[config.mk]
export PLATFORM = sky130hd
export DESIGN_NAME = pstt_axis_search
export DESIGN_NICKNAME = d
export VERILOG_FILES = /design/src/pstt_pkg.sv /design/src/pstt_axis_search.sv
export SDC_FILE = /design/constraint.sdc
export NUM_CORES = 2
export LEC_CHECK = 0
export ABC_AREA = 0
export ABC_CLOCK_PERIOD_IN_PS = 6400
export BUFFER_PORTS_ARGS = -buffer_cell sky130_fd_sc_hd__buf_2
export CAP_MARGIN = 10
export CORE_UTILIZATION = 24
export CTS_BUF_LIST = sky130_fd_sc_hd__clkbuf_8
export CTS_CLUSTER_SIZE = 12
export DETAILED_ROUTE_END_ITERATION = 12
export HOLD_SLACK_MARGIN = 0.03
export PLACE_DENSITY = 0.38
export SYNTH_ARGS = -nofsm -noshare
export SYNTH_HDL_FRONTEND = slang
export SYNTH_SLANG_ARGS = --single-unit
[constraint.sdc]
create_clock -name clk -period 6.4 [get_ports clk]
set_clock_uncertainty 0.2 [all_clocks]
set_input_delay 0.96 -clock clk [delete_from_list [all_inputs] [get_ports clk]]
set_output_delay 0.96 -clock clk [all_outputs]
set_load 0.01 [all_outputs]
[src/pstt_pkg.sv]
package pstt_pkg;

	// coordinate and step widths
	localparam int COORD_BITS = 16;
	localparam int STEP_BITS  = 8;

	// derived widths of the datapath
	localparam int ABS_W  = COORD_BITS;              // |target - current|
	localparam int SQ_W   = 2 * COORD_BITS;          // one squared offset
	localparam int SUM_W  = 2 * COORD_BITS + 1;      // dx^2 + dy^2
	localparam int SS_W   = 2 * STEP_BITS;           // step^2
	localparam int RHS_W  = SQ_W + SS_W;             // step^2 * d^2
	localparam int TRY_W  = RHS_W + 1;               // trial k^2 * sum
	localparam int KS_W   = SUM_W + STEP_BITS;       // k * sum
	localparam int EXT_W  = COORD_BITS + 2;          // coordinate plus step

	localparam int SEARCH_STAGES = STEP_BITS;
	localparam int PIPE_STAGES   = SEARCH_STAGES + 4;
	localparam int SEARCH_FIRST  = 4;

	localparam logic [STEP_BITS-1:0] STEP_RESET = STEP_BITS'(5);

	typedef logic [COORD_BITS-1:0] coord_t;
	typedef logic [STEP_BITS-1:0]  step_t;

	// per-stage load enables of one axis search
	typedef struct packed {
		logic [SEARCH_STAGES-1:0] en;
	} search_ctl_t;

	// fields that ride alongside the arithmetic
	typedef struct packed {
		coord_t cx;
		coord_t cy;
		logic   neg_x;
		logic   neg_y;
		logic   at;
	} side_t;

	// clamp to the signed coordinate range
	function automatic coord_t sat_coord(input logic signed [EXT_W-1:0] v);
		logic signed [EXT_W-1:0] hi;
		logic signed [EXT_W-1:0] lo;
		hi = EXT_W'((1 << (COORD_BITS - 1)) - 1);
		lo = -hi - EXT_W'(1);
		if (v > hi) begin
			sat_coord = hi[COORD_BITS-1:0];
		end else if (v < lo) begin
			sat_coord = lo[COORD_BITS-1:0];
		end else begin
			sat_coord = v[COORD_BITS-1:0];
		end
	endfunction

endpackage

[src/pstt_axis_search.sv]
module pstt_axis_search (
	input  logic                                clk,
	input  pstt_pkg::search_ctl_t               ctl,
	input  logic [pstt_pkg::RHS_W-1:0]          rhs,
	input  logic [pstt_pkg::SUM_W-1:0]          sum,
	output logic [pstt_pkg::STEP_BITS-1:0]      k
);

	localparam int NS = pstt_pkg::SEARCH_STAGES;

	// stage registers: k so far, k^2*sum, k*sum, and the operands
	logic [pstt_pkg::STEP_BITS-1:0] k_s   [1:NS];
	logic [pstt_pkg::RHS_W-1:0]     p_s   [1:NS-1];
	logic [pstt_pkg::KS_W-1:0]      q_s   [1:NS-1];
	logic [pstt_pkg::RHS_W-1:0]     rhs_s [1:NS-1];
	logic [pstt_pkg::SUM_W-1:0]     sum_s [1:NS-1];

	genvar i;
	generate
		for (i = 0; i < NS; i++) begin : g_stage
			localparam int B = NS - 1 - i;

			logic [pstt_pkg::STEP_BITS-1:0] k_cur;
			logic [pstt_pkg::RHS_W-1:0]     p_cur;
			logic [pstt_pkg::KS_W-1:0]      q_cur;
			logic [pstt_pkg::RHS_W-1:0]     rhs_cur;
			logic [pstt_pkg::SUM_W-1:0]     sum_cur;
			logic [pstt_pkg::TRY_W-1:0]     trial;
			logic                           take;

			// select the stage source
			if (i == 0) begin : g_src_in
				assign k_cur   = '0;
				assign p_cur   = '0;
				assign q_cur   = '0;
				assign rhs_cur = rhs;
				assign sum_cur = sum;
			end else begin : g_src_reg
				assign k_cur   = k_s[i];
				assign p_cur   = p_s[i];
				assign q_cur   = q_s[i];
				assign rhs_cur = rhs_s[i];
				assign sum_cur = sum_s[i];
			end

			// try setting bit B: (k + 2^B)^2 * sum = p + q*2^(B+1) + sum*2^(2B)
			assign trial = pstt_pkg::TRY_W'(p_cur)
				+ (pstt_pkg::TRY_W'(q_cur) << (B + 1))
				+ (pstt_pkg::TRY_W'(sum_cur) << (2 * B));
			assign take  = (trial <= pstt_pkg::TRY_W'(rhs_cur));

			// advance one bit of the search
			always_ff @(posedge clk) begin
				if (ctl.en[i]) begin
					if (take) begin
						k_s[i+1] <= k_cur | (pstt_pkg::STEP_BITS'(1) << B);
					end else begin
						k_s[i+1] <= k_cur;
					end
				end
			end

			// forward the partial products and operands to the next bit
			if (i < NS - 1) begin : g_fwd
				always_ff @(posedge clk) begin
					if (ctl.en[i]) begin
						if (take) begin
							p_s[i+1] <= trial[pstt_pkg::RHS_W-1:0];
							q_s[i+1] <= q_cur + (pstt_pkg::KS_W'(sum_cur) << B);
						end else begin
							p_s[i+1] <= p_cur;
							q_s[i+1] <= q_cur;
						end
						rhs_s[i+1] <= rhs_cur;
						sum_s[i+1] <= sum_cur;
					end
				end
			end
		end
	endgenerate

	assign k = k_s[NS];

endmodule

==> results.py <==
metrics = {
    "synth": {
        "synthFlopType": "edfxtp_1",
        "synth.area.top_cells": "edfxtp_1, ha_1, fa_1",
        "synth-xor-area-share_pct": 4.99,
        "synth.most_common_cell": "edfxtp_1",
        "netlist.area_leader.share_pct": 44.6,
        "synth-async-reset-ratio_pct": 0,
        "ys_warn_count": 0,
        "synthDistinctLibCells": 107,
        "synth_fa_ha_area_share_pct": 19.1,
        "synth_commonest_cells": "edfxtp_1, ha_1, a21oi_1",
        "syn_area_um2": 74100,
        "yosys.area_share.simple_pct": 9.34,
        "synth_top_family_by_area": "adder cells",
        "synth_cells": 6542,
        "synth.largest_area_cell": "edfxtp_1",
        "synthMuxAreaShare_pct": 3.62,
        "syn_area_per_cell_um2": 11.3,
        "synth_edf_count": 1101,
        "synth_seq_area_share_pct": 44.6,
        "synth.net_count": 7646,
        "ys_ff_latch": 1101,
        "synth_compound_area_share_pct": 15.1,
    },
    "timing": {
        "period_share_pct": 109,
        "drv_slew": 0,
        "max_freq_mhz": 143,
        "period_needed_ns": 7.01,
        "final_hold_viol_count": 0,
        "slew_headroom_pct": 26.5,
        "worstMarginPinSlew_ns": 1.07,
        "setup_ws_ns": -0.606,
        "grt_setup_unrepaired": "yes",
        "setup_viol": 170,
    },
    "routing": {
        "first_iter_violations": 2456,
        "wl_per_cell_um": 19.3,
        "final_antenna_net_count": 0,
        "vias_per_cell": 4.50,
        "firstDrtPassIters": 5,
        "finalWirelength_mm": 234,
        "route.detailed.drc": 0,
        "vias": 54500,
    },
    "die": {
        "start_util_pct": 24.2,
        "die_h_um": 558,
        "die_x_um": 558,
        "dieArea_um2": 311000,
        "coreArea_um2": 307000,
        "rows": 203,
        "ioPinCount": 98,
    },
    "setup_path": {
        "slowest_stage": "fa_1",
        "required_ns": 6.89,
        "crit_path_start_kind": "flop",
        "crit_buf_inv": 9,
        "path_delay_family": "compound AO/OA/AOI/OAI gates",
        "path_max_fanout": 8,
        "worstSetupPathType": "flop to flop",
        "arrival_ns": 7.50,
        "worst_path_largest_cell_delay_ns": 0.51,
        "cpMostUsedCell": "buf_6",
        "cp-end-kind": "flop",
    },
    "placed_design": {
        "post-dp-hpwl_mm": 183,
        "placed_area_um2": 85400,
        "place_congestion": 0.852,
        "preCtsSetupSlack_ns": -2.01,
        "port_buffers": 97,
    },
    "grt": {
        "grt_max_degree": 108,
        "overflow": 0,
        "grt_pass1_vias": 57300,
        "grt_pass1_wl_mm": 344,
        "antenna_found_initial": 2,
        "track_usage_pct": 14.6,
    },
    "run": {
        "maxCapViolations": 0,
    },
    "finish": {
        "finalNetCount": 8928,
        "drive_above_1_share_pct": 24.7,
        "fin_area_um2": 95600,
        "syn2layout_area_growth_pct": 29.0,
        "nFillCells": 31300,
    },
    "clocking": {
        "cts_max_level": 4,
        "clkTransAtPathRegs_ns": 0.06,
        "cts_buffers": 211,
        "cts-root-buf": "clkbuf_8",
        "clock_sinks": 1101,
        "clock_latency_ns": 0.98,
        "cts_tree": "done",
        "cts_buffer_depth": 3,
    },
    "run_status": {
        "violations": "setup timing",
        "run_status": "complete, but fails checks",
    },
    "hold_path": {
        "hold_path_class": "primary input to flop",
    },
}
-- state kept, by name, summed over array words and instances (netlist names) --
| signal | cells |
|---|---|
| k_s | 36 |
| p_s | 245 |
| q_s | 253 |
| rhs_s | 336 |
| sum_s | 231 |
-- what timing repair did --
| item | CTS | global route |
|---|---|---|
| hold endpoints to repair | 120 | 0 |
| gates cloned | 20 | 17 |
| pin swaps | 119 | 158 |
| setup endpoints to repair | 409 | 417 |
| resized for setup | 336 | 377 |
| buffers inserted | 127 | 92 |
| hold buffers | 82 | 0 |
-- cell families (layout without fill, tap and decap cells) --
family / after synthesis / after routing
AOI/OAI and AO/OA: 1731 / 1731
adders and majority gates: 1014 / 1014
buffers and inverters: 610 / 2066
and+or+nand+nor: 1425 / 1425
xor gates and xnor gates: 422 / 422
muxes: 239 / 239
other: 0 / 4
DFF: 1101 / 1101
-- routing by layer --
| layer | global-route usage [%] | up-vias | wire length [um] |
|---|---|---|---|
| met3 | 1.61 | 326 | 5540 |
| met1 | 18.3 | 26300 | 105000 |
| li1 | - | 27000 | - |
| met5 | 0 | - | 0 |
| met2 | 25.8 | 810 | 114000 |
| met4 | 5.15 | 0 | 9050 |
-- cells in the final DEF (no fill, tap or decap), types with 252 or more instances in the layout --
cell type / Yosys / layout
a21o_1: 294 / 294
a21oi_1: 546 / 496
buf_4: 5 / 865
edfxtp_1: 1101 / 1101
ha_1: 821 / 808
inv_1: 483 / 518
nand2_1: 431 / 408
nor2_1: 347 / 311
o21ai_0: 320 / 266
xnor2_1: 256 / 252
-- cell type report --
| class | instances | area, um^2 | share of cell area [%] |
|---|---|---|---|
| Clock inverter | 176 | 1340 | 1.40 |
| Tap cell | 4100 | 5130 | 5.37 |
| Inverter | 486 | 1860 | 1.94 |
| Antenna cell | 4 | 10.0 | 0.0105 |
| Clock buffer | 211 | 2900 | 3.04 |
| Timing Repair Buffer | 1193 | 10400 | 10.9 |
| Sequential cell | 1101 | 33100 | 34.6 |
| Multi-Input combinational cell | 4831 | 40800 | 42.7 |
-- worst reg2reg max path: cells and delay by family, from the launching register on --
family / cells / cell delay (ns)
AOI/OAI and AO/OA: 9 / 1.89
xor gates and xnor gates: 2 / 0.30
adders and majority gates: 4 / 1.35
buffers and inverters: 9 / 1.03
DFF: 1 / 0.37
muxes: 1 / 0.16
and+or+nand+nor: 8 / 1.47
-- through the flow --
stage               instances  setup TNS, ns  utilization (%)  hold slack (ns)
floorplan                6542              0                -            0.200
global placement        11400        -529.02             27.9            0.209
detailed placement      11400        -398.99             27.9            0.208
CTS                     12000         -77.31             30.4           0.0724
global route            12100         -99.29             31.2            0.121
finish                  12100         -45.03             31.2            0.199
-- final timing paths --
| check | start | to | slack [ns] | cells after the start |
|---|---|---|---|---|
| worst max-delay path | sum_s[5][3] | q_s[6][37] | -0.61 | 33 |
| worst min register to register | k_s[0][47] | k_s[0][55] | 0.22 | 0 |
| worst max register to register | sum_s[5][3] | q_s[6][37] | -0.61 | 33 |
| worst min-delay path | ctl[7] | k_s[0][64] | 0.20 | 1 |
Power is not shown: default switching activity piles up to over one toggle a cycle in this logic, so the estimate is an artifact.
